File: src/hw/rtl/mbe_pkg.sv
// ----------------------------------------------------------------------------
// mbe_pkg
// Shared types, codes and widths of the monomial block encoder.
// ----------------------------------------------------------------------------
package mbe_pkg;

  localparam int MAX_VARS_DEF   = 32;
  localparam int MAX_BLOCKS_DEF = 8;
  localparam int RESULT_LIMIT   = 40;

  localparam int WORD_W  = 32;
  localparam int FILL_W  = 6;   // holds 0..32
  localparam int SIZE_W  = 6;
  localparam int ADDR_W  = 10;  // slot/exponent position of a run
  localparam int WADDR_W = 8;
  localparam int WBLK_W  = 3;
  localparam int WPOS_W  = 5;
  localparam int BCNT_W  = 4;
  localparam int RES_W   = 6;

  localparam logic [1:0] KIND_DATA   = 2'd0;
  localparam logic [1:0] KIND_DESC   = 2'd1;
  localparam logic [1:0] KIND_WEIGHT = 2'd2;

  localparam logic [2:0] BK_LEX     = 3'd0;
  localparam logic [2:0] BK_REVLEX  = 3'd1;
  localparam logic [2:0] BK_GREV    = 3'd2;
  localparam logic [2:0] BK_GREV2   = 3'd3;
  localparam logic [2:0] BK_GREV4   = 3'd4;
  localparam logic [2:0] BK_LEX2    = 3'd5;
  localparam logic [2:0] BK_LEX4    = 3'd6;
  localparam logic [2:0] BK_WEIGHTS = 3'd7;

  localparam logic CFG_BLOCK_COUNT = 1'b0;
  localparam logic CFG_DIRECTION   = 1'b1;

  typedef struct packed {
    logic [1:0]         kind;
    logic signed [31:0] value;
    logic [7:0]         index;
    logic [2:0]         block_kind;
    logic [5:0]         block_size;
    logic               last;
  } in_req_t;

  typedef struct packed {
    logic signed [31:0] word;
    logic               is_last;
  } out_rsp_t;

  typedef struct packed {
    logic push;
    logic fin;
  } rq_ctl_t;

  typedef enum logic [1:0] {PK_ONE, PK_TWO, PK_FOUR} pack_t;

  typedef enum logic [2:0] {
    S_IDLE, S_BLK, S_ISSUE, S_PROC, S_WMUL, S_WACC, S_WEMIT, S_FIN
  } seq_state_t;

  function automatic pack_t pack_of(input logic [2:0] kd);
    pack_t p;
    case (kd)
      BK_GREV2, BK_LEX2: p = PK_TWO;
      BK_GREV4, BK_LEX4: p = PK_FOUR;
      default:           p = PK_ONE;
    endcase
    return p;
  endfunction

  function automatic logic is_grev(input logic [2:0] kd);
    return (kd == BK_GREV) || (kd == BK_GREV2) || (kd == BK_GREV4);
  endfunction

endpackage

File: src/hw/rtl/mbe_result_queue.sv
// ----------------------------------------------------------------------------
// mbe_result_queue
// Holds one result back so the final one of a run can be marked, then
// drives the output register.
// ----------------------------------------------------------------------------
module mbe_result_queue
  import mbe_pkg::*;
(
  input  logic              clk,
  input  logic              rst,
  input  rq_ctl_t           ctl,
  input  logic [WORD_W-1:0] word,
  output logic              ready,
  output logic              dst_valid,
  input  logic              dst_stall,
  output out_rsp_t          dst_data
);
  logic              pend_valid;
  logic [WORD_W-1:0] pend_word;
  logic              out_valid;
  logic              out_free;
  logic              move;

  assign out_free  = !out_valid || !dst_stall;
  assign ready     = !pend_valid || out_free;
  assign move      = pend_valid && ready && (ctl.push || ctl.fin);
  assign dst_valid = out_valid;

  always_ff @(posedge clk) begin
    if (rst) begin
      pend_valid <= 1'b0;
      out_valid  <= 1'b0;
    end else begin
      if (out_valid && !dst_stall) begin
        out_valid <= 1'b0;
      end
      if (move) begin
        out_valid <= 1'b1;
      end
      if (ctl.push && ready) begin
        pend_valid <= 1'b1;
      end else if (ctl.fin && ready) begin
        pend_valid <= 1'b0;
      end
    end
  end

  always_ff @(posedge clk) begin
    if (ctl.push && ready) begin
      pend_word <= word;
    end
    if (move) begin
      dst_data.word    <= pend_word;
      dst_data.is_last <= ctl.fin;
    end
  end
endmodule

File: config.mk
export PLATFORM = sky130hd
export DESIGN_NAME = mbe_result_queue
export DESIGN_NICKNAME = d
export VERILOG_FILES = /design/src/hw/rtl/mbe_pkg.sv /design/src/hw/rtl/mbe_result_queue.sv
export SDC_FILE = /design/constraint.sdc
export NUM_CORES = 1
export LEC_CHECK = 0
export ABC_CLOCK_PERIOD_IN_PS = 7700
export BUFFER_PORTS_ARGS = -buffer_cell sky130_fd_sc_hd__buf_4
export CAP_MARGIN = 10
export CORE_AREA = 8 8 86 88
export CTS_BUF_LIST = sky130_fd_sc_hd__clkbuf_4
export CTS_CLUSTER_DIAMETER = 80
export DETAILED_ROUTE_END_ITERATION = 7
export DIE_AREA = 0 0 94 96
export SKIP_LAST_GASP = 1
export SYNTH_ARGS = -nofsm -noshare
export SYNTH_HDL_FRONTEND = slang
export SYNTH_SLANG_ARGS = --single-unit
File: constraint.sdc
create_clock -name clk -period 7.7 [get_ports clk]
set_input_delay 0.385 -clock clk [delete_from_list [all_inputs] [get_ports clk]]
set_output_delay 0.385 -clock clk [all_outputs]
set_load 0.05 [all_outputs]
[Yosys cells after proc, flatten, opt, wreduce, memory -nomap -nowiden]
Index checks and enable logic that the tools add are counted.
Word-level totals
  register bits: 67
  latch bits: 0
  bits in writable memories: 0
  memory bits (read-only): 0
  input bits: 37
  logic and storage cells: 22
  memories kept: 0
Cells by class
  add/sub/neg operators: 0
  multipliers: 0
  divide/modulo/power cells: 0
  $lt $le $gt $ge: 0
  equal/unequal tests: 0
  shift-type cells: 0
  multiplexer cells: 4
  bitwise operators: 0
  reductions and logical operators: 13
Operators with widths (count)
  1-bit logical AND: 5
  1-bit 2-to-1 mux: 4
  2-bit nonzero test: 2
  1-bit zero test: 3
  1-bit logical OR: 3

[Longest topological paths before layout]
  depth after elaboration: 6
  depth in mapped cells: 2

[Worst setup path after synthesis]
OpenSTA, ideal clock, no wires.
  path type: flip-flop to flip-flop
  from: register out_valid, in the netlist dst_valid
  to: register dst_data[0] in the netlist's numbering, enable pin
  library setup time: 434 ps
  arrival time: 2181 ps
  data required time: 7266 ps
  setup slack: 5085 ps
  cell stages (with the launch flop): 2
  period minus slack after synthesis: 2615 ps
  cells stage by stage: dfxtp_1 -> a21oi_1
On the way
  cells in the longest elaborated chain, start to end: 5
Ends and longest elaborated chain
  start: declaration: RTL line mbe_result_queue.sv:20  | logic out_valid;
  start signal: assignment: RTL line mbe_result_queue.sv:32  | out_valid <= 1'b0;
  start signal: assignment: RTL line mbe_result_queue.sv:35  | out_valid <= 1'b0;
  start signal: assignment: RTL line mbe_result_queue.sv:38  | out_valid <= 1'b1;
  1-bit zero test: RTL line mbe_result_queue.sv:24  | assign out_free = !out_valid || !dst_stall;
  1-bit logical OR: RTL line mbe_result_queue.sv:24
  1-bit logical OR: RTL line mbe_result_queue.sv:25  | assign ready = !pend_valid || out_free;
  1-bit logical AND (2 in a row): RTL line mbe_result_queue.sv:26  | assign move = pend_valid && ready && (ctl.push || ctl.fin);
  named net move: RTL line mbe_result_queue.sv:22  | logic move;
  end: declaration: RTL line mbe_result_queue.sv:16  | output out_rsp_t dst_data
The timed path passes the listed nets, and every way through them passes these cells.
A chain may end at the register's enable or synchronous reset.

[Final worst setup path]
  from: register pend_valid
  to: register dst_data[11] in the netlist's numbering, enable pin
On the way
  cells in the longest elaborated chain, start to end: 4
Ends and longest elaborated chain
  start: declaration: RTL line mbe_result_queue.sv:18  | logic pend_valid;
  start signal: assignment: RTL line mbe_result_queue.sv:31  | pend_valid <= 1'b0;
  start signal: assignment: RTL line mbe_result_queue.sv:41  | pend_valid <= 1'b1;
  start signal: assignment: RTL line mbe_result_queue.sv:43  | pend_valid <= 1'b0;
  1-bit zero test: RTL line mbe_result_queue.sv:25
  1-bit logical OR: RTL line mbe_result_queue.sv:25
  1-bit logical AND * (2 in a row): RTL line mbe_result_queue.sv:26
  named net move: RTL line mbe_result_queue.sv:22
The timed path passes the listed nets; every way through them passes the cells marked *.

==> summary.md <==
| Metric | Value |
|---|---|
| Share of post-route cells with drive strength above 1 | `0.549` |
| Synthesized area | `2040 sq um` |
| Final Hold Viols | `0` |
| Endpoints failing setup | `0` |
| Crit-path max FO | `33` |
| CP required | `7.71 ns` |
| FF-to-FF End | `dst_data[11]` |
| IO Pins | `72` |
| Startpoint type of the worst setup path | `flop` |
| Worst Hold Path Cells | `1` |
| Yosys Warn Count | `0` |
| Pins Over Slew Limit | `0` |
| Peak Freq | `approximately 0.56 GHz` |
| Unrepaired setup endpoints after global routing | `false` |
| Worst-case reg-to-reg path depth | `2` |
| Yosys cell types | `10` |
| Vias per cell | `roughly 4.2` |
| Largest area contributor in the netlist | `edfxtp_1` |
| CP endpoint kind | `flop` |
| Crit-path cells | `o21ai_0 > a21oi_4` |
| Setup TNS | `0 ns` |
| R2r setup slk | `5.92 ns` |
| Gpl congestion | `between 0.6 and 0.7` |
| Min-delay src | `word[11]` |
| CTS buffer count | `9` |
| Syn Nets | `roughly 110` |
| Post-CTS Hold Buffers | `0` |
| Fin crit period | `1.78 ns` |
| Clock-pin slew on the worst setup and hold paths | `approximately 0.12 ns` |
| Top Family by Delay on Critical Path | `compound AO/OA/AOI/OAI gates` |
| Maximum VDD drop | `between 0.0001 and 0.00015 V` |
| Num rows | `29` |
| Register bit total from synthesis | `67` |
| GR Layer Usage met1 | `0.0902` |
| Overall die height | `around 96 um` |
| Total Wirelength | `~3.9 mm` |
| Outcome | `finished clean` |
| Post-CTS Setup Bufs | `0` |
| Most frequent cells in the layout | `buf_4 (72), edfxtp_1 (65), clkbuf_4 (9)` |
| First-pass GRT wire length | `approximately 5.7 mm` |
| DP Wirelength | `~2.8 mm` |
| Buf/Inv on CP | `0` |
| # DRC | `0` |
| All-layer global routing usage | `0.0894` |
| Slew HR | `0.308` |
| Routed via count | `~1000` |
| N_diodes | `0` |
| CP Class | `reg -> reg` |
| Most used routing layer | `met2` |
| Post-Syn Instances | `76` |
| Power per Cell Area | `263 nW/um^2` |
| Clock Root Buffer | `clkbuf_4` |
| Met2 GRT Util | `0.144` |
| Chip width | `~94 um` |
| Largest net degree at the start of global routing | `34` |
| Pin slew with the least headroom to its limit | `1.04 ns` |
| Slowest cell on crit path | `a21oi_4` |
| Area grow syn2layout | `39.9%` |
| Commonest non-fill, non-tap cell in the layout | `buf_4` |
| Fin crit share | `0.232` |
| Sequential share of the synthesized area | `0.974` |
| Clk buf depth | `2` |
| Hold slack final | `~0.15 ns` |
| CTS tree | `built` |
| Worst Hold End | `pend_word[11]` |
| Max Cap Violations | `0` |
| Die ar. | `about 9000 sq um` |
| Clock sink count | `67` |
| Vias in the first global route | `~1000` |
| Avg Cell Area, Syn | `between 20 and 30 sq um` |
| Post-CTS resize count | `0` |
| Hold WC Path Type | `in -> reg` |
| Setup WS pre-CTS | `~5.8 ns` |
| DRT Pass-1 Iters | `4` |
| Final nets | `just under 200` |
| Synth area leaders | `edfxtp_1 (95%), dfxtp_1 (2.0%), a311oi_2 (0.73%), a21oi_1 (0.49%), and2_1 (0.31%)` |
| Worst-Skew Late Latency | `0.40 ns` |
| Initial DRC Count | `29` |
| H-Tree Depth | `3` |
| GRT Residual Overflow | `0` |
| WL/cell | `~16 um` |
| Leak | `~0.0011 uW` |
| Arrival time worst endpoint | `roughly 1.8 ns` |
| Worst Skew | `between 0.01 and 0.015 ns` |
| Final setup margin | `around 6 ns` |
| Antenna-violating nets left | `0` |
| Launch point of the worst reg-to-reg path | `pend_valid` |
| Top cell type's share of synthesized area | `0.955` |
| Initial antenna violation count | `0` |
| Port Buffer Count | `roughly 70` |
| CP max stage delay | `0.83 ns` |
| Initial Util | `0.335` |
| Core area | `just over 6000 sq um` |
| GR Util met3 | `0.0437` |
## state kept, by name (all words and copies together) (netlist names)
| signal | cells |
|---|---|
| pend_valid | 1 |
| dst_data | 33 |
| pend_word | 32 |
| dst_valid | 1 |
## metrics by stage
step	power (uW)	std cells	instance area, sq um	util
after global routing	783	241	2860	0.469
after global placement	500	225	2690	0.442
final	753	241	2860	0.469
after floorplan	470	76	2040	-
after detailed placement	503	225	2690	0.442
after CTS	764	241	2860	0.469
## cell usage after synthesis
| library cell | count |
|---|---|
| o21ai_0 | 1 |
| inv_1 | 1 |
| nand3_1 | 1 |
| dfxtp_1 | 2 |
| a311oi_2 | 1 |
| a21oi_1 | 2 |
| edfxtp_1 | 65 |
| nor2_1 | 1 |
| nand2_1 | 1 |
| and2_1 | 1 |
## per-layer routing
metal | share of wire | vias to the layer above
met5 | 0 | -
met4 | 0.023 | 0
met3 | 0.11 | 10
met2 | 0.49 | 51
met1 | 0.37 | 485
li1 | - | 474
## how the worst max path moves through the flow
stage,to,cells after the start,from
finish,dst_data[11],2,pend_valid
global route,dst_data[11],2,pend_valid
CTS,dst_data[19],2,pend_valid
detailed placement,dst_data[2],3,ctl[1]
global placement,dst_data[20],3,ctl[1]
floorplan,dst_data[0],1,dst_valid
## report_power, final
group / switching [uW] / total [uW] / internal (uW) / leakage (uW)
clock: 126 / 260 / 134 / 0.0000909
combinational: 43.6 / 66.1 / 22.5 / 0.000364
sequential: 5.17 / 427 / 422 / 0.000635
## kinds of logic (layout without fill, tap and decap cells)
kind of cell	after synthesis	after routing	synth area share
buffers and inverters	1	89	0.00183
AND/OR/NAND/NOR	4	4	0.00918
AO/OA/AOI/OAI	4	4	0.0147
flip-flops	67	67	0.974
## cell type report
class	count	area (sq um)
Timing Repair Buffer	72	541
Tap cell	77	96.3
Sequential cell	67	1990
Clock inverter	7	100
Fill cell	530	3240
Clock buffer	9	67.6
Inverter	1	3.75
Multi-Input combinational cell	8	60.1
No activity file was read; power rests on OpenSTA's default activity.
