[src/hw/rtl/mbe_pkg.sv]
// ----------------------------------------------------------------------------
// mbe_pkg
// Shared types, codes and widths of the monomial block encoder.
// ----------------------------------------------------------------------------
package mbe_pkg;

  localparam int MAX_VARS_DEF   = 32;
  localparam int MAX_BLOCKS_DEF = 8;
  localparam int RESULT_LIMIT   = 40;

  localparam int WORD_W  = 32;
  localparam int FILL_W  = 6;   // holds 0..32
  localparam int SIZE_W  = 6;
  localparam int ADDR_W  = 10;  // slot/exponent position of a run
  localparam int WADDR_W = 8;
  localparam int WBLK_W  = 3;
  localparam int WPOS_W  = 5;
  localparam int BCNT_W  = 4;
  localparam int RES_W   = 6;

  localparam logic [1:0] KIND_DATA   = 2'd0;
  localparam logic [1:0] KIND_DESC   = 2'd1;
  localparam logic [1:0] KIND_WEIGHT = 2'd2;

  localparam logic [2:0] BK_LEX     = 3'd0;
  localparam logic [2:0] BK_REVLEX  = 3'd1;
  localparam logic [2:0] BK_GREV    = 3'd2;
  localparam logic [2:0] BK_GREV2   = 3'd3;
  localparam logic [2:0] BK_GREV4   = 3'd4;
  localparam logic [2:0] BK_LEX2    = 3'd5;
  localparam logic [2:0] BK_LEX4    = 3'd6;
  localparam logic [2:0] BK_WEIGHTS = 3'd7;

  localparam logic CFG_BLOCK_COUNT = 1'b0;
  localparam logic CFG_DIRECTION   = 1'b1;

  typedef struct packed {
    logic [1:0]         kind;
    logic signed [31:0] value;
    logic [7:0]         index;
    logic [2:0]         block_kind;
    logic [5:0]         block_size;
    logic               last;
  } in_req_t;

  typedef struct packed {
    logic signed [31:0] word;
    logic               is_last;
  } out_rsp_t;

  typedef struct packed {
    logic push;
    logic fin;
  } rq_ctl_t;

  typedef enum logic [1:0] {PK_ONE, PK_TWO, PK_FOUR} pack_t;

  typedef enum logic [2:0] {
    S_IDLE, S_BLK, S_ISSUE, S_PROC, S_WMUL, S_WACC, S_WEMIT, S_FIN
  } seq_state_t;

  function automatic pack_t pack_of(input logic [2:0] kd);
    pack_t p;
    case (kd)
      BK_GREV2, BK_LEX2: p = PK_TWO;
      BK_GREV4, BK_LEX4: p = PK_FOUR;
      default:           p = PK_ONE;
    endcase
    return p;
  endfunction

  function automatic logic is_grev(input logic [2:0] kd);
    return (kd == BK_GREV) || (kd == BK_GREV2) || (kd == BK_GREV4);
  endfunction

endpackage

[src/hw/rtl/mbe_value_buf.sv]
// ----------------------------------------------------------------------------
// mbe_value_buf
// Vector buffer: one write and one registered read port, positions at or
// past the fill count read as zero.
// ----------------------------------------------------------------------------
module mbe_value_buf
  import mbe_pkg::*;
#(
  parameter int MAX_VARS = MAX_VARS_DEF
) (
  input  logic                      clk,
  input  logic                      we,
  input  logic [((MAX_VARS > 1) ? $clog2(MAX_VARS) : 1)-1:0] waddr,
  input  logic [WORD_W-1:0]         wdata,
  input  logic                      re,
  input  logic [ADDR_W-1:0]         raddr,
  input  logic [FILL_W-1:0]         fill,
  output logic [WORD_W-1:0]         rdata
);
  localparam int AW = (MAX_VARS > 1) ? $clog2(MAX_VARS) : 1;

  logic [WORD_W-1:0] mem [MAX_VARS];
  logic [WORD_W-1:0] raw;
  logic              hit;

  always_ff @(posedge clk) begin
    if (we) begin
      mem[waddr] <= wdata;
    end
  end

  always_ff @(posedge clk) begin
    if (re) begin
      raw <= mem[raddr[AW-1:0]];
      hit <= raddr < {{(ADDR_W-FILL_W){1'b0}}, fill};
    end
  end

  assign rdata = hit ? raw : '0;
endmodule

[config.mk]
export PLATFORM = sky130hd
export DESIGN_NAME = mbe_value_buf
export DESIGN_NICKNAME = d
export VERILOG_FILES = /design/src/hw/rtl/mbe_pkg.sv /design/src/hw/rtl/mbe_value_buf.sv
export SDC_FILE = /design/constraint.sdc
export NUM_CORES = 1
export LEC_CHECK = 0
export CORE_UTILIZATION = 53
export DETAILED_ROUTE_END_ITERATION = 10
export DONT_BUFFER_PORTS = 1
export GPL_ROUTABILITY_DRIVEN = 0
export PLACE_DENSITY = 0.68
export SETUP_SLACK_MARGIN = 0.5
export SYNTH_ARGS = -nofsm -noshare
export SYNTH_HDL_FRONTEND = slang
export SYNTH_SLANG_ARGS = --single-unit
[constraint.sdc]
create_clock -name clk -period 5.9 [get_ports clk]
set_input_delay 0.885 -clock clk [delete_from_list [all_inputs] [get_ports clk]]
set_output_delay 0.885 -clock clk [all_outputs]
set_load 0.02 [all_outputs]
# ---- Word level (Yosys, flattened, before mapping)
# Memories as Yosys holds them, arrays and structs flattened. A register that Yosys moved wholly into a read port is not among the register bits.
# Index checks and enable logic that the tools add are counted.
# Widths: inputs -> output; s select.
dict set report totals {
  reg_bits 1
  n_memories 1
  mem_bits_rw 1024
  in_bits 56
  elab_cells 6
  out_inout_bits 32
}
# name words width read_ports rd_ports_with_merged_regs write_ports line_no
set memory_table {}
lappend memory_table {mem 32 32 1 1 1 mbe_value_buf.sv:22} ;# logic [WORD_W-1:0] mem [MAX_VARS];
dict set report classes {
  n_lt_le_gt_ge 1
  mux 3
}
# cell n
set op_table {}
lappend op_table {{$mux 32} 1}
lappend op_table {{$lt 10x6->1} 1}
lappend op_table {{$mux 1} 2}

# ---- Longest topological paths before layout
# Gate-level depths: netlist of run 1.
dict set report logic_depth {
  depth_word 2
  ltp_mapped 7
  mapped_depth_nobuf 5
}

# ---- Worst setup path after synthesis of run 1
# Ideal clock, no wire load.
dict set report synth_timing {
  kind {input to register}
  start {input port waddr[1] (netlist name)}
  end {memory mem[12][0] (enable)}
  arrival_time_ns 2.898
  setup_time_ns 0.421
  cell_stages 3
  path_buffers 1
  required_ns 5.479
  slack_ns 2.581
  path_cell_list {or3b_2 clkbuf_1 nor2_1}
}
# item line_no
set synth_lines {}
lappend synth_lines {{start, declared} mbe_value_buf.sv:13} ;# input logic [((MAX_VARS > 1) ? $clog2(MAX_VARS) : 1)-1:0] waddr,
lappend synth_lines {{end, declared} mbe_value_buf.sv:22}
# No word-level cell before the write port.

==> reports/metrics.yaml, run 1 <==
placement:
  placed_cells: 3088
  port_buffers: 0
  hpwl_mm: 50.5
  dp_slack_ns: 2.68
  placed_cell_area_um2: 41800
yosys:
  ys_types: 31
  yosysTopAreaCell: "edfxtp_1"
  synth.ff_latch_count: 1057
  synth_top_area_share_pct: 77.6
  synth_edf_count: 1057
  synth.area.top_cells: "edfxtp_1, mux2i_1, a22oi_1"
  syn_nets: 2217
  async_flop_share_pct: 0
  syn_inst: 2156
  ys_warn_count: 0
  syn_area_per_cell_um2: 19.0
  synth_ff_type: "edfxtp_1"
  ys_seq_area_share_pct: 77.6
  syn_area_um2: 40900
power_and_ir_drop:
  p_total_mw: 15.3
  powerDensity_nw_per_um2: 339
  vdd_drop_max_mv: 0.226
  p_leak_nw: 15.2
sta:
  worst_pin_slew_ns: 4.87
  fin_crit_ns: 4.80
  slew_headroom_pct: -225
  skew_ns: 0.0182
  hold_viol: 0
  fin_ws_ns: 1.10
  fmax_ghz: 0.208
  period_share_pct: 81.4
  whs_ns: 0.306
  rsz0062_at_grt: "false"
  fin_setup_tns_ns: 0
  finalSetupViolations: 0
  slew_viol_final: 410
layout:
  utilization_pct: 59.2
  finish.instance_area_um2: 45100
  multiInputGateArea_um2: 8590
  drive_gt1_share_pct: 9.92
  area_growth_pct: 10.2
  seqCellArea_um2: 31700
  fillerInstances: 5425
  fin_cells: 3280
  final_nets: 2223
worst_hold_path:
  hp-class: "primary input to register"
clock_network:
  ctsResizeCount: 0
  clockBufferDepth: 3
  postCtsSetupBuffers: 0
  htreeDepth: 3
  holdBufCountCts: 0
  numCtsBuffers: 102
  clk_pin_slew_ns: 0.07
  cts_sinks: 1057
  ctsRootBufferMaster: "clkbuf_16"
  insertion_delay_ns: 0.67
  cts_tree: "done"
run_status:
  violations: "max-slew violations"
  outcome: "finished, violations left"
drt:
  dr.pass1.iters: 6
  vias: 20000
  drt.antenna.violating_nets: 0
  wl_mm: 92.6
  drt-initial-drc-count: 2181
  viasPerCell: 6.10
  post_drt_wl_per_cell_um: 28.2
  drc: 0
floorplanning:
  core_um2: 76200
  pin_count: 88
  fp.dieH_um: 280
  die_w_um: 280
  die-area_um2: 78300
  start_util_pct: 53.7
  fp-row-count: 101
global_routing:
  grt_pass1_vias: 20200
  grt_pass1_wl_mm: 134
  grt_overflow: 0
  antenna_found_initial: 3
  grt_max_degree: 514
  gr-usage-all-layers_pct: 23.7
flow_run:
  max_cap_viol_count: 0
setup_path:
  start_kind: "primary input"
  required_ns: 6.31
  criticalPathCategory: "primary input to register"
  crit_fanout: 513
  end_kind: "register"
  critical_path_arrival_ns: 5.21
==> cell families after synthesis <==
logic type	synth area share [%]
DFF	77.6
muxes	12.5
AOI/OAI and AO/OA	4.77
and+or+nand+nor	2.84
buffers and inverters	2.16
adders and majority gates	0.153
==> power breakdown <==
part	leakage [nW]	internal (mW)	switching [mW]
combinational	4.03	0.248	0.265
sequential	9.54	8.38	0.0307
clock	1.60	3.63	2.73
==> placed cells by master (no fill, tap or decap), types with 2 or more instances in the layout <==
master | synthesis | final
nand3b_1 | 5 | 5
nor4b_4 | 1 | 4
nand3_1 | 4 | 4
and4bb_2 | 0 | 5
clkbuf_1 | 5 | 20
a22oi_1 | 256 | 256
buf_4 | 22 | 26
and2_1 | 32 | 32
edfxtp_1 | 1057 | 1057
inv_1 | 5 | 5
clkbuf_16 | 0 | 104
ha_1 | 5 | 5
or3b_2 | 3 | 3
bufinv_16 | 0 | 9
nand4_1 | 64 | 64
and4b_2 | 0 | 4
clkinv_1 | 0 | 25
mux2i_1 | 512 | 512
nor2_4 | 0 | 32
nor2_1 | 65 | 33
clkinv_8 | 0 | 2
clkinvlp_4 | 0 | 5
a21o_1 | 2 | 2
clkinv_2 | 0 | 23
==> Yosys cell counts (all sizes together), types with 2 or more instances <==
library cell,count
nor4,2
inv,5
and4bb,5
a21o,2
a22oi,256
and2,32
and4b,4
clkbuf,17
nand4,64
nor4b,4
mux2i,512
nand3b,5
or3b,3
nand3,4
buf,107
ha,5
edfxtp,1057
nor2,65
==> layout make-up <==
class	instances	share of cell area (%)
clock inverter	67	1.35
clock buffer	124	5.93
multi-input combinational	970	19.0
timing repair buffer	26	0.433
sequential	1057	70.3
inverter	5	0.0416
antenna	1	0.00555
tap	1030	2.86
==> worst paths after layout <==
| check | start | endpoint | slack (ns) | cells after the start |
|---|---|---|---|---|
| worst max-delay path | raddr[2] | raw[8] | 1.10 | 4 |
| worst min-delay path | wdata[26] | mem[0][26] | 0.31 | 0 |
| worst max register to register | mem[1][31] | raw[31] | 4.25 | 4 |
| worst min register to register | mem[8][31] | raw[31] | 0.83 | 4 |
==> worst max-delay path, cell delays in order <==
cell and delay (ns):
mux2i_1 1.51, a22oi_1 0.21, nand4_1 0.28, nor2_1 0.07
==> flip-flops by register name (all words and copies together) (netlist names) <==
register  flops
raw          32
hit           1
mem        1024
==> routing by layer <==
metal | vias to the layer above | GRT usage [%] | routed length, um
met2 | 796 | 39.7 | 45900
met5 | - | 0 | 10
li1 | 8785 | - | -
met4 | 2 | 7.85 | 2520
met3 | 149 | 3.89 | 6510
met1 | 10300 | 31.7 | 37700
Power figures use the tool's default switching activity.
==> run 2, diff against run 1 <==
Clock period 5.9 ns to 4.7 ns, I/O delays scaled along.
==> run 2 against run 1 <==
  * The flow now finishes without violations
  * Sequential power is 26% higher
  * Critical path depth is 3 higher
  * Worst setup slack worse by 0.062 ns
  * Sequential share of layout area is 0.12 points lower
  * Final cell count is 0.49% lower
  * Total power is 28% higher
  * Combinational power is 33% higher
  * Global-route usage is 2.0 points higher
  * Die area stayed put
  * Count of clock-buffer cells in the layout is 2 higher
  * First-iteration DRC count is 30% higher
  * Critical endpoint is now raw[31]
==> reports/metrics.yaml, run 2 (synthesized netlist as in run 1, its figures left out) <==
setup_path:
  path_buf_inv: 3  # +3
  worstPathCellList: "buf_16, buf_16, buf_16, mux2i_1, a22oi_1, nand4_1, nor2_1"
  required_ns: 5.20  # -1.11 ns
  critical_path_arrival_ns: 4.16  # -1.05 ns
  cp_slowest_stage_delay_ns: 0.71  # -0.80 ns
  end_kind: "register"
  crit_fanout: 157  # -69%
  start_kind: "primary input"
  critical_path.top_delay_family: "buffers and inverters"
  path_common_cell: "buf_16"
  criticalPathCategory: "primary input to register"
  slowest_stage: "buf_16"
floorplanning:
  fp.dieH_um: 280  # unchanged
  pin_count: 88  # unchanged
  fp-row-count: 101  # unchanged
  die-area_um2: 78300  # unchanged
  die_w_um: 280  # unchanged
  start_util_pct: 53.7  # unchanged
  core_um2: 76200  # unchanged
global_routing:
  grt_max_degree: 514  # unchanged
  grt_pass1_vias: 20000  # -0.82%
  antenna_found_initial: 9  # +6
  grt_overflow: 0  # unchanged
  grt_pass1_wl_mm: 143  # +6.8%
  gr-usage-all-layers_pct: 25.7  # +2.0 points
placement:
  port_buffers: 0  # unchanged
  placed_cells: 3072  # -0.52%
  hpwl_mm: 59.0  # +17%
clock_network:
  cts_tree: "done"
  clockBufferDepth: 3  # unchanged
  numCtsBuffers: 104  # +2.0%
  htreeDepth: 3  # unchanged
  clk_pin_slew_ns: 0.06  # about the same
  cts_sinks: 1057  # unchanged
  holdBufCountCts: 0  # unchanged
  ctsRootBufferMaster: "clkbuf_16"
  insertion_delay_ns: 0.67  # about the same
run_status:
  outcome: "complete, no violations"
sta:
  rsz0062_at_grt: "false"
  slew_viol_final: 0  # -100%
  finalSetupViolations: 0  # unchanged
  skew_ns: 0.0251  # +0.00688 ns
  period_share_pct: 78.0
  hold_viol: 0  # unchanged
  worst_pin_slew_ns: 1.31  # -3.57 ns
  whs_ns: 0.132  # -0.173 ns
  fin_setup_tns_ns: 0  # unchanged
  fmax_ghz: 0.273
  slew_headroom_pct: 12.8  # +240 points
  fin_crit_ns: 3.66
layout:
  largest_register_ffs: 1024  # unchanged
  largestRegisters: "mem (1024), raw (32), hit (1)"
  fillerInstances: 5447  # +0.41%
  top_register: "mem"
  fin_cells: 3264  # -0.49%
  final_nets: 2213  # -0.45%
  area_growth_pct: 10.4
  layout_common_cells: "edfxtp_1, mux2i_1, a22oi_1"
  final_common_cell: "edfxtp_1"
  seqCellArea_um2: 31700  # unchanged
  multiInputGateArea_um2: 8590  # unchanged
  utilization_pct: 59.3  # +0.099 points
  drive_gt1_share_pct: 9.63  # -0.29 points
drt:
  post_drt_wl_per_cell_um: 30.7  # +8.9%
  drt-initial-drc-count: 2839  # +30%
  vias: 20400  # +2.2%
  dr.pass1.iters: 6  # unchanged
  drc: 0  # unchanged
  viasPerCell: 6.26  # +2.7%
  drt.antenna.violating_nets: 0  # unchanged
  wl_mm: 100  # +8.4%
power_and_ir_drop:
  vdd_drop_max_mv: 0.315  # +40%
  p_leak_nw: 15.2  # +0.13%
  powerDensity_nw_per_um2: 432  # +27%
  p_total_mw: 19.5  # +28%
worst_hold_path:
  hp-class: "primary input to register"
flow_run:
  max_cap_viol_count: 0  # unchanged
[run 2: changes by cell type in the layout (fill, tap and decap cells not counted), moves of 2 or more]
cell,before,now
inv_6,1,3
clkinv_1,25,20
clkbuf_16,104,110
buf_16,0,3
clkinv_8,2,0
buf_4,26,10
clkinv_4,0,2
clkinvlp_4,5,3
bufinv_16,9,11
clkbuf_1,20,17
[run 2: area by class of cell]
| type | count | area share [%] |
|---|---|---|
| flip-flops and latches | 1057 | 70.2 |
| multi-input cells | 970 | 19.0 |
| clock buffers | 126 | 6.18 |
| well taps | 1030 | 2.85 |
| clock inverters | 61 | 1.29 |
| repair buffers | 14 | 0.404 |
| inverters | 5 | 0.0415 |
| diodes | 1 | 0.00554 |
[run 2: path summary, 6_finish.rpt]
check	depth (start not counted)	from	slack, ns	end
worst min register to register	4	mem[21][11]	0.83	raw[11]
worst max register to register	4	mem[11][13]	3.00	raw[13]
worst max-delay path	7	raddr[2]	1.04	raw[31]
worst min-delay path	0	wdata[31]	0.13	mem[18][31]
[run 2: stage by stage]
stage | cell area, um2 | worst slack [ns]
final | 45200 | 1.04
after floorplan | 40900 | 1.56
after detailed placement | 41700 | 1.56
after global placement | 41700 | 1.62
after global routing | 45200 | 0.835
after CTS | 45100 | 1.80
[run 2: metal layers]
| metal | up-vias | routed length [um] | global-route usage, % |
|---|---|---|---|
| met5 | - | 13 | 0 |
| met4 | 2 | 2430 | 6.81 |
| met3 | 151 | 8370 | 5.20 |
| met2 | 885 | 48200 | 40.7 |
| met1 | 10600 | 41300 | 36.4 |
| li1 | 8772 | - | - |
[run 2: power by group]
group | switching (mW) | leakage (nW) | internal, mW | total [mW]
Sequential | 0.0723 | 9.54 | 10.5 | 10.6
Combinational | 0.443 | 3.99 | 0.241 | 0.683
Clock | 3.42 | 1.66 | 4.81 | 8.22
Total | 3.93 | 15.2 | 15.6 | 19.5
[run 2: timing repair]
action,in CTS,in global routing
setup buffers,0,0
gates resized for setup,0,0
setup endpoints to repair,0,2
hold endpoints to repair,0,0
==> run 3, diff against run 2 <==
Settings changed: PLACE_DENSITY 0.68 to 0.71.
Clock period 4.7 ns to 3.1 ns, I/O delays scaled along.
==> run 3 against run 2 <==
  * The run now ends with max-slew violations, negative setup slack left
  * Worst hold slack lost 0.021 ns
  * Final cell count rose by 2.2%
  * Critical path depth down 3
  * Die area unchanged
  * Worst setup slack lost 1.6 ns
  * Global-route usage decreased by 1.3 points
  * Clock power is 41% higher
  * Sequential power rose by 51%
  * Largest cell class unchanged
  * Highest routed layer is now met4
==> reports/metrics.yaml, run 3 (synthesized netlist as in run 1, its figures left out) <==
run_status:
  outcome: "finished, violations left"
  violations: "max-slew violations, negative setup slack"
global_routing:
  grt_pass1_vias: 20700  # +3.2%
  gr-usage-all-layers_pct: 24.3  # -1.3 points
  grt_max_degree: 514  # unchanged
  antenna_found_initial: 4  # -5
  grt_pass1_wl_mm: 137  # -3.8%
  grt_overflow: 0  # unchanged
drt:
  drt.antenna.violating_nets: 0  # unchanged
  viasPerCell: 6.16  # -1.6%
  drt-initial-drc-count: 2398  # -16%
  post_drt_wl_per_cell_um: 28.5  # -7.3%
  drc: 0  # unchanged
  wl_mm: 95.0  # -5.3%
  dr.pass1.iters: 6  # unchanged
  vias: 20500  # +0.51%
setup_path:
  crit_fanout: 513  # +230%
  worstPathCellList: "mux2i_1, a22oi_1, nand4_1, nor2_1"
  required_ns: 3.50  # -1.70 ns
  critical_path_arrival_ns: 4.09  # -0.07 ns
  slowest_stage: "mux2i_1"
  end_kind: "register"
  start_kind: "primary input"
  criticalPathCategory: "primary input to register"
  cp_slowest_stage_delay_ns: 1.45  # +0.74 ns
sta:
  finalSetupViolations: 25  # +25
  slew_viol_final: 438  # +438
  fin_crit_ns: 3.69
  worst_pin_slew_ns: 3.94  # +2.63 ns
  period_share_pct: 119
  skew_ns: 0.0126  # -0.0125 ns
  fmax_ghz: 0.271
  hold_viol: 0  # unchanged
  rsz0062_at_grt: "false"
  fin_ws_ns: -0.589  # -1.62 ns
  slew_headroom_pct: -163  # -180 points
clock_network:
  ctsResizeCount: 0  # unchanged
  clockBufferDepth: 3  # unchanged
  htreeDepth: 3  # unchanged
  cts_tree: "done"
  cts_sinks: 1057  # unchanged
  clk_pin_slew_ns: 0.06  # about the same
  insertion_delay_ns: 0.65  # -0.02 ns
  numCtsBuffers: 98  # -5.8%
  ctsRootBufferMaster: "clkbuf_16"
floorplanning:
  fp-row-count: 101  # unchanged
  pin_count: 88  # unchanged
  die-area_um2: 78300  # unchanged
  start_util_pct: 53.7  # unchanged
  core_um2: 76200  # unchanged
  die_w_um: 280  # unchanged
  fp.dieH_um: 280  # unchanged
layout:
  largest_register_ffs: 1024  # unchanged
  finish.instance_area_um2: 45800  # +1.4%
  largestRegisters: "mem (1024), raw (32), hit (1)"
  final_nets: 2285  # +3.3%
  layout_common_cells: "edfxtp_1, mux2i_1, a22oi_1"
  multiInputGateArea_um2: 8590  # unchanged
  area_growth_pct: 12.0
  utilization_pct: 60.2  # +0.85 points
  final_common_cell: "edfxtp_1"
  fillerInstances: 5278  # -3.1%
  top_register: "mem"
  drive_gt1_share_pct: 11.5  # +1.9 points
  seqCellArea_um2: 31700  # unchanged
worst_hold_path:
  hp-class: "primary input to register"
flow_run:
  max_cap_viol_count: 0  # unchanged
placement:
  placed_cell_area_um2: 42200  # +1.1%
  dp_slack_ns: 0.700  # -0.857 ns
  hpwl_mm: 51.9  # -12%
  port_buffers: 0  # unchanged
power_and_ir_drop:
  powerDensity_nw_per_um2: 630  # +46%
  vdd_drop_max_mv: 0.425  # +35%
  p_leak_nw: 15.5  # +2.2%
## run 3: changes by cell type in the layout (fill, tap and decap cells not counted)
cell | previous run | this run
bufinv_16 | 11 | 8
clkbuf_1 | 17 | 18
buf_4 | 10 | 50
buf_12 | 0 | 30
inv_6 | 3 | 2
clkbuf_16 | 110 | 101
dlygate4sd3_1 | 0 | 11
clkinvlp_4 | 3 | 4
clkinv_2 | 22 | 17
clkinv_1 | 20 | 28
buf_16 | 3 | 1
## run 3: critical path, delay by kind of cell
family / cells / cell delay, ns
AND/OR/NAND/NOR: 2 / 0.20
multiplexers: 1 / 1.45
AO/OA/AOI/OAI: 1 / 0.22
## run 3: final cells by class
cell class / count / area share, %
inverters: 5 / 0.0409
well taps: 1030 / 2.81
multi-input cells: 970 / 18.7
flip-flops and latches: 1057 / 69.2
clock buffers: 119 / 5.66
repair buffers: 92 / 2.43
clock inverters: 61 / 1.08
diodes: 1 / 0.00546
## run 3: per-stage QoR
| step | setup TNS, ns | hold WS, ns | cells | power [mW] |
|---|---|---|---|---|
| final | -7.83 | 0.111 | 3335 | 28.9 |
| after global routing | 0 | 0.108 | 3334 | 29.6 |
| after CTS | 0 | 0.0834 | 3334 | 28.9 |
| after detailed placement | 0 | 0.566 | 3119 | 17.2 |
| after global placement | 0 | 0.566 | 3119 | 17.2 |
| after floorplan | 0 | 0.564 | 2156 | 17.1 |
## run 3: final timing paths
| path | startpoint | to | slack (ns) | cells after the start |
|---|---|---|---|---|
| worst min register to register | mem[12][15] | raw[15] | 0.83 | 4 |
| worst max-delay path | raddr[2] | raw[15] | -0.59 | 4 |
| worst min-delay path | wdata[30] | mem[9][30] | 0.11 | 1 |
| worst max register to register | mem[0][30] | raw[30] | 1.58 | 4 |
## run 3: repair_timing
| item | in CTS | in global routing |
|---|---|---|
| setup buffers | 2 | 0 |
| hold buffers | 33 | 0 |
| endpoints found under the hold margin | 1057 | 0 |
| setup endpoints to repair | 1 | 0 |
## run 3: power breakdown
part / leakage (nW) / switching, mW / total, mW / internal [mW]
clock network: 1.51 / 4.99 / 11.6 / 6.60
registers: 9.54 / 0.0898 / 16.0 / 16.0
logic: 4.48 / 0.727 / 1.25 / 0.524
## run 3: routing by layer
metal	wire [um]	GRT usage, %
met1	37400	33.1
met2	46600	39.5
met3	8700	5.18
met4	2320	7.87
met5	0	0
