## src/hw/rtl/mbe_pkg.sv

```systemverilog
// ----------------------------------------------------------------------------
// mbe_pkg
// Shared types, codes and widths of the monomial block encoder.
// ----------------------------------------------------------------------------
package mbe_pkg;

  localparam int MAX_VARS_DEF   = 32;
  localparam int MAX_BLOCKS_DEF = 8;
  localparam int RESULT_LIMIT   = 40;

  localparam int WORD_W  = 32;
  localparam int FILL_W  = 6;   // holds 0..32
  localparam int SIZE_W  = 6;
  localparam int ADDR_W  = 10;  // slot/exponent position of a run
  localparam int WADDR_W = 8;
  localparam int WBLK_W  = 3;
  localparam int WPOS_W  = 5;
  localparam int BCNT_W  = 4;
  localparam int RES_W   = 6;

  localparam logic [1:0] KIND_DATA   = 2'd0;
  localparam logic [1:0] KIND_DESC   = 2'd1;
  localparam logic [1:0] KIND_WEIGHT = 2'd2;

  localparam logic [2:0] BK_LEX     = 3'd0;
  localparam logic [2:0] BK_REVLEX  = 3'd1;
  localparam logic [2:0] BK_GREV    = 3'd2;
  localparam logic [2:0] BK_GREV2   = 3'd3;
  localparam logic [2:0] BK_GREV4   = 3'd4;
  localparam logic [2:0] BK_LEX2    = 3'd5;
  localparam logic [2:0] BK_LEX4    = 3'd6;
  localparam logic [2:0] BK_WEIGHTS = 3'd7;

  localparam logic CFG_BLOCK_COUNT = 1'b0;
  localparam logic CFG_DIRECTION   = 1'b1;

  typedef struct packed {
    logic [1:0]         kind;
    logic signed [31:0] value;
    logic [7:0]         index;
    logic [2:0]         block_kind;
    logic [5:0]         block_size;
    logic               last;
  } in_req_t;

  typedef struct packed {
    logic signed [31:0] word;
    logic               is_last;
  } out_rsp_t;

  typedef struct packed {
    logic push;
    logic fin;
  } rq_ctl_t;

  typedef enum logic [1:0] {PK_ONE, PK_TWO, PK_FOUR} pack_t;

  typedef enum logic [2:0] {
    S_IDLE, S_BLK, S_ISSUE, S_PROC, S_WMUL, S_WACC, S_WEMIT, S_FIN
  } seq_state_t;

  function automatic pack_t pack_of(input logic [2:0] kd);
    pack_t p;
    case (kd)
      BK_GREV2, BK_LEX2: p = PK_TWO;
      BK_GREV4, BK_LEX4: p = PK_FOUR;
      default:           p = PK_ONE;
    endcase
    return p;
  endfunction

  function automatic logic is_grev(input logic [2:0] kd);
    return (kd == BK_GREV) || (kd == BK_GREV2) || (kd == BK_GREV4);
  endfunction

endpackage

```

## src/hw/rtl/mbe_walker.sv

```systemverilog
// ----------------------------------------------------------------------------
// mbe_walker
// Takes requests, keeps the block table and walks the buffer block by
// block, one position per read, producing slot words, exponents or weighted sums.
// ----------------------------------------------------------------------------
module mbe_walker
  import mbe_pkg::*;
#(
  parameter int MAX_VARS   = MAX_VARS_DEF,
  parameter int MAX_BLOCKS = MAX_BLOCKS_DEF
) (
  input  logic                clk,
  input  logic                rst,
  input  logic                src_valid,
  output logic                src_stall,
  input  in_req_t             src_data,
  input  logic [BCNT_W-1:0]   block_count,
  input  logic                direction,
  output logic                buf_we,
  output logic [((MAX_VARS > 1) ? $clog2(MAX_VARS) : 1)-1:0] buf_waddr,
  output logic                buf_re,
  output logic [ADDR_W-1:0]   buf_raddr,
  output logic [FILL_W-1:0]   fill,
  input  logic [WORD_W-1:0]   buf_rdata,
  output logic                w_we,
  output logic                w_re,
  output logic [WADDR_W-1:0]  w_raddr,
  input  logic [WORD_W-1:0]   w_rdata,
  input  logic                rq_ready,
  output rq_ctl_t             rq_ctl,
  output logic [WORD_W-1:0]   rq_word
);
  localparam int AW = (MAX_VARS > 1) ? $clog2(MAX_VARS) : 1;
  localparam int BW = (MAX_BLOCKS > 1) ? $clog2(MAX_BLOCKS) : 1;

  seq_state_t state, state_next;

  logic [2:0]        kt [MAX_BLOCKS];
  logic [SIZE_W-1:0] st [MAX_BLOCKS];

  logic [BCNT_W-1:0] b, nb;
  logic [2:0]        kd;
  logic [SIZE_W-1:0] n, cnt;
  pack_t             pk;
  logic              grev, phase;
  logic [ADDR_W-1:0] base;
  logic [WORD_W-1:0] total, cur, prev, pack, wsum;
  logic signed [63:0] prod;
  logic [RES_W-1:0]  res_cnt;

  logic              accept;
  logic [2:0]        d_kd;
  logic [SIZE_W-1:0] d_bs, d_n;
  logic [SIZE_W-1:0] k, n_m1;
  logic [ADDR_W-1:0] k_word, words, addr;
  logic [1:0]        q;
  logic [WORD_W-1:0] x, tval, field, packed_w, f, enc_word, dec_word;
  logic              is_end, group_done, want_push;
  logic [65:0]       acc;
  logic [WORD_W-1:0] acc_q;
  logic              acc_rnd;

  assign accept    = src_valid && (state == S_IDLE);
  assign src_stall = (state != S_IDLE);

  assign buf_we    = accept && (src_data.kind == KIND_DATA) && (fill < FILL_W'(MAX_VARS));
  assign buf_waddr = fill[AW-1:0];
  assign w_we      = accept && (src_data.kind == KIND_WEIGHT);

  // descriptor of the block about to start
  assign d_kd = kt[b[BW-1:0]];
  assign d_bs = st[b[BW-1:0]];
  assign d_n  = (d_bs > SIZE_W'(MAX_VARS)) ? SIZE_W'(MAX_VARS) : d_bs;

  assign n_m1   = n - 1'b1;
  assign k      = (direction && grev) ? (n_m1 - cnt) : cnt;
  assign is_end = (cnt == n_m1);

  always_comb begin
    case (pk)
      PK_TWO:  k_word = {{(ADDR_W-SIZE_W){1'b0}}, 1'b0, k[SIZE_W-1:1]};
      PK_FOUR: k_word = {{(ADDR_W-SIZE_W){1'b0}}, 2'b00, k[SIZE_W-1:2]};
      default: k_word = {{(ADDR_W-SIZE_W){1'b0}}, k};
    endcase
  end

  always_comb begin
    if (kd == BK_WEIGHTS) begin
      addr = {{(ADDR_W-SIZE_W){1'b0}}, cnt};
    end else if (direction) begin
      addr = base + k_word;
    end else if (grev && phase) begin
      // second pass runs backward: t[j] = t[j-1] - v[n-j]
      addr = base + {{(ADDR_W-SIZE_W){1'b0}}, n} - {{(ADDR_W-SIZE_W){1'b0}}, cnt};
    end else begin
      addr = base + {{(ADDR_W-SIZE_W){1'b0}}, cnt};
    end
  end

  assign buf_re    = (state == S_ISSUE);
  assign buf_raddr = addr;
  assign w_re      = (state == S_ISSUE);
  assign w_raddr   = {b[WBLK_W-1:0], cnt[WPOS_W-1:0]};

  assign x = buf_rdata;

  always_comb begin
    case (pk)
      PK_TWO:  q = {1'b0, (direction ? k[0] : cnt[0])};
      PK_FOUR: q = direction ? k[1:0] : cnt[1:0];
      default: q = 2'd0;
    endcase
  end

  // encode: value of this slot and its place in the packed word
  assign tval = (grev && phase) ? ((cnt == '0) ? total : cur - x) : x;

  always_comb begin
    case (pk)
      PK_TWO:  field = q[0] ? {16'h0, tval[15:0]} : {tval[15:0], 16'h0};
      PK_FOUR: begin
        case (q)
          2'd0:    field = {tval[7:0], 24'h0};
          2'd1:    field = {8'h0, tval[7:0], 16'h0};
          2'd2:    field = {16'h0, tval[7:0], 8'h0};
          default: field = {24'h0, tval[7:0]};
        endcase
      end
      default: field = tval;
    endcase
  end

  assign packed_w = ((q == 2'd0) ? '0 : pack) | field;

  always_comb begin
    case (pk)
      PK_TWO:  group_done = is_end || (q == 2'd1);
      PK_FOUR: group_done = is_end || (q == 2'd3);
      default: group_done = 1'b1;
    endcase
  end

  assign enc_word = (pk != PK_ONE) ? packed_w :
                    ((kd == BK_REVLEX) ? (32'd0 - tval) : tval);

  // decode: field of the slot word, zero-extended
  always_comb begin
    case (pk)
      PK_TWO:  f = q[0] ? {16'h0, x[15:0]} : {16'h0, x[31:16]};
      PK_FOUR: begin
        case (q)
          2'd0:    f = {24'h0, x[31:24]};
          2'd1:    f = {24'h0, x[23:16]};
          2'd2:    f = {24'h0, x[15:8]};
          default: f = {24'h0, x[7:0]};
        endcase
      end
      default: f = x;
    endcase
  end

  assign dec_word = grev ? ((cnt == '0) ? f : f - prev) :
                    ((kd == BK_REVLEX) ? (32'd0 - f) : f);

  always_comb begin
    case (pk)
      PK_TWO:  words = ({{(ADDR_W-SIZE_W){1'b0}}, n} + 1'b1) >> 1;
      PK_FOUR: words = ({{(ADDR_W-SIZE_W){1'b0}}, n} + 2'd3) >> 2;
      default: words = {{(ADDR_W-SIZE_W){1'b0}}, n};
    endcase
  end

  // weight step, truncated toward zero
  assign acc     = {{18{wsum[31]}}, wsum, 16'h0} + {{2{prod[63]}}, prod};
  assign acc_rnd = acc[65] && (acc[15:0] != '0);
  assign acc_q   = acc[47:16] + {31'h0, acc_rnd};

  assign want_push = (state == S_WEMIT) ||
                     ((state == S_PROC) && (direction || ((!grev || phase) && group_done)));
  assign rq_word   = (state == S_WEMIT) ? wsum : (direction ? dec_word : enc_word);

  always_comb begin
    state_next  = state;
    rq_ctl.push = want_push && rq_ready && (res_cnt < RES_W'(RESULT_LIMIT));
    rq_ctl.fin  = (state == S_FIN);
    case (state)
      S_IDLE: begin
        if (accept && (src_data.kind == KIND_DATA) && src_data.last) begin
          state_next = S_BLK;
        end
      end
      S_BLK: begin
        if (b >= nb) begin
          state_next = S_FIN;
        end else if (d_kd == BK_WEIGHTS) begin
          if (!direction) begin
            state_next = (d_n == '0) ? S_WEMIT : S_ISSUE;
          end
        end else if (d_n != '0) begin
          state_next = S_ISSUE;
        end
      end
      S_ISSUE: state_next = (kd == BK_WEIGHTS) ? S_WMUL : S_PROC;
      S_PROC: begin
        if (rq_ready) begin
          state_next = (is_end && (direction || !grev || phase)) ? S_BLK : S_ISSUE;
        end
      end
      S_WMUL:  state_next = S_WACC;
      S_WACC:  state_next = is_end ? S_WEMIT : S_ISSUE;
      S_WEMIT: state_next = rq_ready ? S_BLK : S_WEMIT;
      S_FIN:   state_next = rq_ready ? S_IDLE : S_FIN;
      default: state_next = S_IDLE;
    endcase
  end

  always_ff @(posedge clk) begin
    if (rst) begin
      state <= S_IDLE;
    end else begin
      state <= state_next;
    end
  end

  always_ff @(posedge clk) begin
    if (rst) begin
      fill    <= '0;
      res_cnt <= '0;
    end else begin
      if (buf_we) begin
        fill <= fill + 1'b1;
      end
      if (state == S_FIN && rq_ready) begin
        fill <= '0;
      end
      if (state == S_IDLE) begin
        res_cnt <= '0;
      end else if (rq_ctl.push) begin
        res_cnt <= res_cnt + 1'b1;
      end
    end
  end

  always_ff @(posedge clk) begin
    if (accept && (src_data.kind == KIND_DESC) &&
        (src_data.index < WADDR_W'(MAX_BLOCKS))) begin
      kt[src_data.index[BW-1:0]] <= src_data.block_kind;
      st[src_data.index[BW-1:0]] <= src_data.block_size;
    end
  end

  always_ff @(posedge clk) begin
    case (state)
      S_IDLE: begin
        b    <= '0;
        base <= '0;
        nb   <= (block_count > BCNT_W'(MAX_BLOCKS)) ? BCNT_W'(MAX_BLOCKS) : block_count;
      end
      S_BLK: begin
        kd    <= d_kd;
        n     <= d_n;
        pk    <= pack_of(d_kd);
        grev  <= is_grev(d_kd);
        phase <= 1'b0;
        cnt   <= '0;
        total <= '0;
        wsum  <= '0;
        if (b < nb) begin
          if (d_kd == BK_WEIGHTS && direction) begin
            base <= base + 1'b1;
            b    <= b + 1'b1;
          end else if (d_kd != BK_WEIGHTS && d_n == '0) begin
            b <= b + 1'b1;
          end
        end
      end
      S_PROC: begin
        if (rq_ready) begin
          pack <= packed_w;
          prev <= f;
          cur  <= tval;
          if (grev && !phase && !direction) begin
            total <= total + x;
          end
          if (is_end) begin
            if (grev && !phase && !direction) begin
              phase <= 1'b1;
              cnt   <= '0;
            end else begin
              b    <= b + 1'b1;
              base <= base + (direction ? words : {{(ADDR_W-SIZE_W){1'b0}}, n});
            end
          end else begin
            cnt <= cnt + 1'b1;
          end
        end
      end
      S_WMUL: prod <= $signed(w_rdata) * $signed(buf_rdata);
      S_WACC: begin
        wsum <= acc_q;
        if (!is_end) begin
          cnt <= cnt + 1'b1;
        end
      end
      S_WEMIT: begin
        if (rq_ready) begin
          b <= b + 1'b1;
        end
      end
      default: ;
    endcase
  end

  a_fill_bound: assert property (@(posedge clk) disable iff (rst)
    fill <= FILL_W'(MAX_VARS)) else $error("fill count past buffer depth");

  a_res_bound: assert property (@(posedge clk) disable iff (rst)
    res_cnt <= RES_W'(RESULT_LIMIT)) else $error("result count past limit");

  a_fin_clears: assert property (@(posedge clk) disable iff (rst)
    (state == S_FIN && rq_ready) |=> (fill == '0 && state == S_IDLE))
    else $error("run end did not clear the buffer");

  a_cnt_in_block: assert property (@(posedge clk) disable iff (rst)
    (state == S_PROC || state == S_WACC) |-> (cnt < n))
    else $error("position counter left the block");
endmodule

```

## config.mk

```make
export PLATFORM = sky130hd
export DESIGN_NAME = mbe_walker
export DESIGN_NICKNAME = d
export VERILOG_FILES = /design/src/hw/rtl/mbe_pkg.sv /design/src/hw/rtl/mbe_walker.sv
export SDC_FILE = /design/constraint.sdc
export NUM_CORES = 2
export LEC_CHECK = 0
export BUFFER_PORTS_ARGS = -buffer_cell sky130_fd_sc_hd__buf_4
export CAP_MARGIN = 0
export CELL_PAD_IN_SITES_DETAIL_PLACEMENT = 0
export CELL_PAD_IN_SITES_GLOBAL_PLACEMENT = 1
export CORE_ASPECT_RATIO = 1.75
export CORE_MARGIN = 2
export CORE_UTILIZATION = 35
export CTS_CLUSTER_SIZE = 8
export DETAILED_ROUTE_END_ITERATION = 7
export GPL_ROUTABILITY_DRIVEN = 0
export GPL_TIMING_DRIVEN = 1
export PLACE_DENSITY_LB_ADDON = 0.25
export SLEW_MARGIN = 10
export SYNTH_ARGS = -nofsm -noshare
export SYNTH_HDL_FRONTEND = slang
export SYNTH_SLANG_ARGS = --single-unit
export TNS_END_PERCENT = 5
```

## constraint.sdc

```tcl
create_clock -name clk -period 10.8 [get_ports clk]
set_clock_uncertainty 0.2 [all_clocks]
set_input_delay 1.62 -clock clk [delete_from_list [all_inputs] [get_ports clk]]
set_output_delay 1.62 -clock clk [all_outputs]
set_load 0.02 [all_outputs]
```

==> Word level (Yosys, flattened, before mapping) <==
Memories as Yosys holds them, arrays and structs flattened. A register that Yosys moved wholly into a read port is not among the register bits.
Index checks and enable logic that the tools add are counted.
{ "word_totals": {"register_bits": 276, "mem_bits_rw": 72, "inputBits": 125, "output_inout_bits": 68, "mem_count": 2} }
{ "op_classes": {"addsub": 21, "n_mul": 1, "magnitude_cmp": 7, "eq_ne": 37, "n_mux": 73, "n_bitwise": 1, "reduce_logical": 57} }
{ "mem_list": {"columns": ["name", "depth", "word_bits", "rd", "rd_ports_with_merged_regs", "wr", "line_no", "text"], "rows": [
  ["st", 8, 6, 1, 1, 1, "mbe_walker.sv:39", "logic [SIZE_W-1:0] st [MAX_BLOCKS];"],
  ["kt", 8, 3, 1, 1, 1, "mbe_walker.sv:38", "logic [2:0] kt [MAX_BLOCKS];"]
]} }
{ "op_table": {"columns": ["op", "n"], "rows": [
  ["32-bit 2-to-1 mux", 13],
  ["32-bit case mux with 2 select lines", 4],
  ["32-bit case mux with 3 select lines", 1],
  ["10-bit 2-to-1 mux", 9],
  ["48-bit by 64-bit adder with 65-bit output", 1],
  ["32-bit by 32-bit multiplier with 64-bit output", 1],
  ["1-bit by 32-bit subtractor with 32-bit output (first input constant)", 2],
  ["32-bit subtractor", 2],
  ["3-bit 2-to-1 mux", 13],
  ["6-bit 2-to-1 mux", 6],
  ["32-bit by 1-bit adder with 32-bit output", 1],
  ["32-bit adder", 1],
  ["32-bit bitwise OR", 1],
  ["10-bit case mux with 3 select lines", 1],
  ["4-bit 2-to-1 mux", 7],
  ["3-bit equality test (second input constant)", 9],
  ["3-bit case mux with 8 select lines", 1],
  ["6-bit case mux with 2 select lines", 2],
  ["8-bit case mux with 3 select lines", 1],
  ["10-bit adder", 2],
  ["10-bit by 6-bit adder with 10-bit output", 2],
  ["1-bit logical AND", 20],
  ["6-bit by 1-bit adder with 6-bit output (second input constant)", 3],
  ["6-bit case mux with 3 select lines", 1],
  ["other kinds (45)", 93]
]} }

==> Depth between registers and ports, before layout <==
{ "depth": {"depth_word": 14, "ltp_mapped": 31} }

==> Least setup slack after synthesis <==
No wires, ideal clock.
{ "synth_timing": {"kind": "in2reg", "start": "input port buf_rdata[2]", "end": "register prod[60] (data pin)", "setup_ns": 0.270, "t_arrival_ns": 9.192, "required_time_ns": 10.330, "setup_slack_ns": 1.138, "stages": 24, "n_path_buf": 2, "cell_sequence": "clkbuf_1 > clkbuf_1 > nand2_1 > inv_1 > fa_1 > fa_1 > fa_1 > inv_1 > fa_1 > inv_1 > fa_1 > fa_1 > inv_1 > fa_1 > inv_1 > fa_1 > ha_1 > nand3_1 > nor3_1 > nand4_1 > o21ai_0 > a21oi_1 > o2111ai_1 > or3b_2"} }
{ "synth_between": {"elab_chain_cells": 1} }
{ "synth_rtl": {"columns": ["item", "line_no", "text"], "rows": [
  ["from (decl)", "mbe_walker.sv:24", "input logic [WORD_W-1:0] buf_rdata,"],
  ["32-bit by 32-bit multiplier with 64-bit output", "mbe_walker.sv:298", "S_WMUL: prod <= $signed(w_rdata) * $signed(buf_rdata);"],
  ["to (signal assigned)", "mbe_walker.sv:298", null],
  ["to (decl)", "mbe_walker.sv:48", "logic signed [63:0] prod;"]
]} }
No other way between the ends.
A chain may end at the register's enable or synchronous reset.

==> Worst setup path in the final report <==
{ "layout_timing": {"start": "register n[0]", "end": "output port rq_word[27]"} }
{ "layout_between": {"elab_chain_cells": 13, "elab_cells_between_ends": 25} }
{ "layout_rtl": {"columns": ["item", "line_no", "text"], "rows": [
  ["from (decl)", "mbe_walker.sv:43", "logic [SIZE_W-1:0] n, cnt;"],
  ["from (signal assigned)", "mbe_walker.sv:261", "n <= d_n;"],
  ["6-bit by 1-bit subtractor with 6-bit output *", "mbe_walker.sv:75", "assign n_m1 = n - 1'b1;"],
  ["6-bit subtractor *", "mbe_walker.sv:76", "assign k = (direction && grev) ? (n_m1 - cnt) : cnt;"],
  ["6-bit 2-to-1 mux *", "mbe_walker.sv:76", null],
  ["2-bit 2-to-1 mux / 1-bit 2-to-1 mux (equally long branches)", "mbe_walker.sv:110, mbe_walker.sv:109", null],
  ["2-bit case mux with 2 select lines *", "mbe_walker.sv:108", "case (pk)"],
  ["2-bit equality test (tied with other cells)", "mbe_walker.sv:151", "case (q)"],
  ["8-bit case mux with 3 select lines", "mbe_walker.sv:151", null],
  ["32-bit case mux with 2 select lines *", "mbe_walker.sv:148", "case (pk)"],
  ["net f[1]", "mbe_walker.sv:57", "logic [WORD_W-1:0] x, tval, field, packed_w, f, enc_word, dec_word;"],
  ["1-bit by 32-bit subtractor with 32-bit output / 32-bit subtractor (equally long branches)", "mbe_walker.sv:163, mbe_walker.sv:162", null],
  ["32-bit 2-to-1 mux (on tied branches)", "mbe_walker.sv:163, mbe_walker.sv:162", null],
  ["32-bit 2-to-1 mux *", "mbe_walker.sv:162", "assign dec_word = grev ? ((cnt == '0) ? f : f - prev) :"],
  ["32-bit 2-to-1 mux * (2 in series)", "mbe_walker.sv:180", "assign rq_word = (state == S_WEMIT) ? wsum : (direction ? dec_word : enc_word);"],
  ["to (decl)", "mbe_walker.sv:31", "output logic [WORD_W-1:0] rq_word"]
]} }
The timed path passes the listed nets; every way through them passes the cells marked *.

==> metrics.md <==
| Metric | Value |
|---|---|
| Main synth FF type | `edfxtp_1` |
| Crit share post-route | `91.5%` |
| FFs w/ async S/R, synth | `0%` |
| First-pass GRT wire length | `350000 um` |
| Max-Cap Viols | `0` |
| Worst setup SP type | `flip-flop` |
| GRT overflow | `0` |
| Setup CP Type | `flip-flop to primary output` |
| Initial core utilization | `about a third` |
| DRC | `0` |
| Crit path DAT | `8.06 ns` |
| Crit-path max cell delay | `0.68 ns` |
| CP Capture Type | `primary output` |
| Port-buffer cells | `160` |
| Finished Layout Cells | `around 9000` |
| Area of the core | `180000 sq um` |
| Syn_area_per_cell | `9.32 sq um` |
| Placed Instance Area | `67100 sq um` |
| Clock-pin slew on the worst setup and hold paths | `0.05 ns` |
| Clock Path Buffers | `3` |
| Clk_lat worst skew | `0.66 ns` |
| Seq/Total Area, Yosys | `between 15 and 20%` |
| TritonCTS clock tree | `built` |
| Width of the die | `325 um` |
| Die area | `184000 sq um` |
| Share of cells above drive strength 1 | `6.73%` |
| Pre-antenna DRT Iters | `6` |
| Fin. Hold Viols | `0` |
| Register bit total from synthesis | `about 350` |
| Distinct cell type count after synthesis | `between 100 and 150` |
| Yosys warnings | `0` |
| Ports | `193` |
| PostCTS Resize Cnt | `0` |
| CTS root buf | `clkbuf_16` |
| Area Growth Syn to Fin | `8.53%` |
| Iter 0 DRT Violations | `3127` |
| Buf+Inv Stages, Crit Path | `4` |
| Post-route cell area | `68500 sq um` |
| Setup_tns | `0 ns` |
| RSZ-0062 raised after global routing | `no` |
| Final setup viols | `0` |
| Relative slew slack | `between 8 and 9%` |
| EDFF count, synth | `about 330` |
| HPWL reported at the end of detailed placement | `189000 um` |
| Most common cell after layout, fill and taps aside | `inv_1` |
| Vias in the first global route | `54000` |
| Placement Rows | `206` |
| Net count, final | `8380` |
| Largest net degree at the start of global routing | `65` |
| Drt wl/cell | `25.7 um` |
| Post-CTS Hold Buffers | `0` |
| Final count of pins violating max slew | `0` |
| Worst-path cell chain | `inv_1 > ha_1 > inv_1 > fa_1 > and3_1 > nor2_1 > o211ai_1 > a21oi_1 > inv_1 > ha_1 > nor2b_1 > o21ai_0 > o211ai_1 > a41oi_1 > o211ai_1 > a41o_1 > a21boi_0 > o21bai_1 > xnor2_1 > o21ai_0 > o211ai_1 > a31oi_1 > buf_4` |
| Dpl cells | `between 9000 and 10000` |
| Antenna-violating nets left | `0` |
| Vias/cell | `5.38` |
| Die height | `566 um` |
| Highest Clock Rate | `about 100 MHz` |
| Most frequent cells in the layout | `inv_1, fa_1, nand2_1, and2_1, ha_1` |
| Final wirelength | `237000 um` |
| Clock Sinks | `around 350` |
| Worst hold path class | `flip-flop to flip-flop` |
| Critical Path Most Common Cell | `o211ai_1` |
| Initial antenna violation count | `18` |
| Slowest CP cell | `a21oi_1` |
| Worst slew pin tran | `1.37 ns` |
| Postcts setup bufs | `0` |
| Syn nets | `8371` |
| Status | `finished clean` |
| H-tree levels | `2` |
| Final worst path period need | `9.88 ns` |
| All-Layer GR Usage | `25.9%` |
| Netlist Area Pre-Place | `63100 sq um` |
| Vias | `49500` |
| CP Max Fanout | `9` |
| Gate Count Post-Synth | `6772` |
| CP Data Required Time | `8.98 ns` |
| Cell family with most CP delay | `compound AO/OA/AOI/OAI gates` |
| CTS buffer count | `49` |
==> cell usage after synthesis, types with 13 or more instances <==
library cell / n / share of area, %
xor2_1: 83 / 1.2
nand2b_1: 52 / 0.52
ha_1: 378 / 7.5
edfxtp_1: 333 / 16
buf_2: 13 / 0.10
clkbuf_1: 306 / 1.8
nor2b_1: 47 / 0.47
a211oi_1: 47 / 0.56
mux4_2: 18 / 0.64
buf_1: 17 / 0.10
nand2_1: 746 / 4.4
dfxtp_1: 18 / 0.57
o211ai_1: 44 / 0.52
a31oi_1: 49 / 0.49
and2_1: 535 / 5.3
a211o_1: 13 / 0.18
o22ai_1: 20 / 0.20
o31ai_1: 27 / 0.32
a21oi_1: 250 / 2.0
o21ai_0: 196 / 1.6
a21o_1: 124 / 1.5
or3_1: 24 / 0.24
inv_1: 1158 / 6.9
and3_1: 43 / 0.43
o21bai_1: 34 / 0.40
mux2i_1: 28 / 0.44
nor4_1: 21 / 0.21
a22oi_1: 22 / 0.26
nor2_1: 332 / 2.0
fa_1: 1096 / 35
buf_4: 16 / 0.19
nand3_1: 93 / 0.74
o21a_1: 30 / 0.36
a221oi_1: 21 / 0.29
nor3_1: 81 / 0.64
nand4_1: 31 / 0.31
xnor2_1: 191 / 2.7
==> path summary, 6_finish.rpt <==
kind	from	to	slack, ns	cells past startpoint
setup / recovery	n[0]	rq_word[27]	0.92	23
hold / removal	res_cnt[5]	res_cnt[5]	0.27	2
setup reg to reg	prod[16]	wsum[28]	2.28	24
hold reg to reg	res_cnt[5]	res_cnt[5]	0.27	2
==> logic make-up (layout without fill, tap and decap cells) <==
logic type | after synthesis | after routing | share of synthesized area (%)
and+or+nand+nor | 2066 | 2066 | 16.1
buffers and inverters | 1515 | 1547 | 9.15
adders and majority gates | 1474 | 1474 | 42.3
AOI/OAI and AO/OA | 1035 | 1035 | 11.0
DFF | 351 | 351 | 16.4
xor gates and xnor gates | 274 | 274 | 3.80
muxes | 57 | 57 | 1.28
other | 0 | 6 | 0
==> worst register-to-register path: cells and delay by family (launching register included) <==
| kind | cells | cell delay [ns] |
|---|---|---|
| AOI/OAI and AO/OA | 11 | 3.82 |
| adders and majority gates | 4 | 1.30 |
| DFF | 1 | 0.58 |
| muxes | 1 | 0.51 |
| and+or+nand+nor | 8 | 1.92 |
==> through the flow <==
step | util [%] | hold WS (ns) | setup slack (ns)
3_5_place_dp | 37.4 | 0.256 | 0.528
5_1_grt | 38.1 | 0.307 | 0.639
3_3_place_gp | 37.4 | 0.245 | 0.566
6_report | 38.1 | 0.266 | 0.916
2_1_floorplan | - | 0.234 | 1.14
4_1_cts | 38.1 | 0.270 | 0.942
==> state kept, by name (all words and copies together) (netlist names), 10 cells and up, named ones only <==
| register | cells |
|---|---|
| cur | 32 |
| st | 48 |
| pack | 32 |
| total | 32 |
| prev | 32 |
| base | 10 |
| prod | 64 |
| kt | 24 |
| wsum | 32 |
==> cell type report <==
cell class	instances	area, sq um
fill	18300	111000
multi-input combinational	4906	47000
sequential	351	10400
inverter	1161	4360
tap	2392	2990
timing repair buffer	312	2390
clock buffer	71	1310
clock inverter	3	37.5
antenna	6	15.0
==> per-layer routing <==
| layer | wire, um | up-vias | track usage [%] | part of all wire, % |
|---|---|---|---|---|
| met5 | 13 | - | 0 | 0.0055 |
| met4 | 23700 | 2 | 20.5 | 10 |
| met3 | 9430 | 714 | 2.53 | 4.0 |
| met2 | 126000 | 1606 | 49.3 | 53 |
| met1 | 77200 | 25400 | 25.3 | 33 |
| li1 | - | 21700 | - | - |
Power is left out: the tool's default activity adds up to more than one toggle a clock period on the data nets, which glitch-free logic cannot reach.
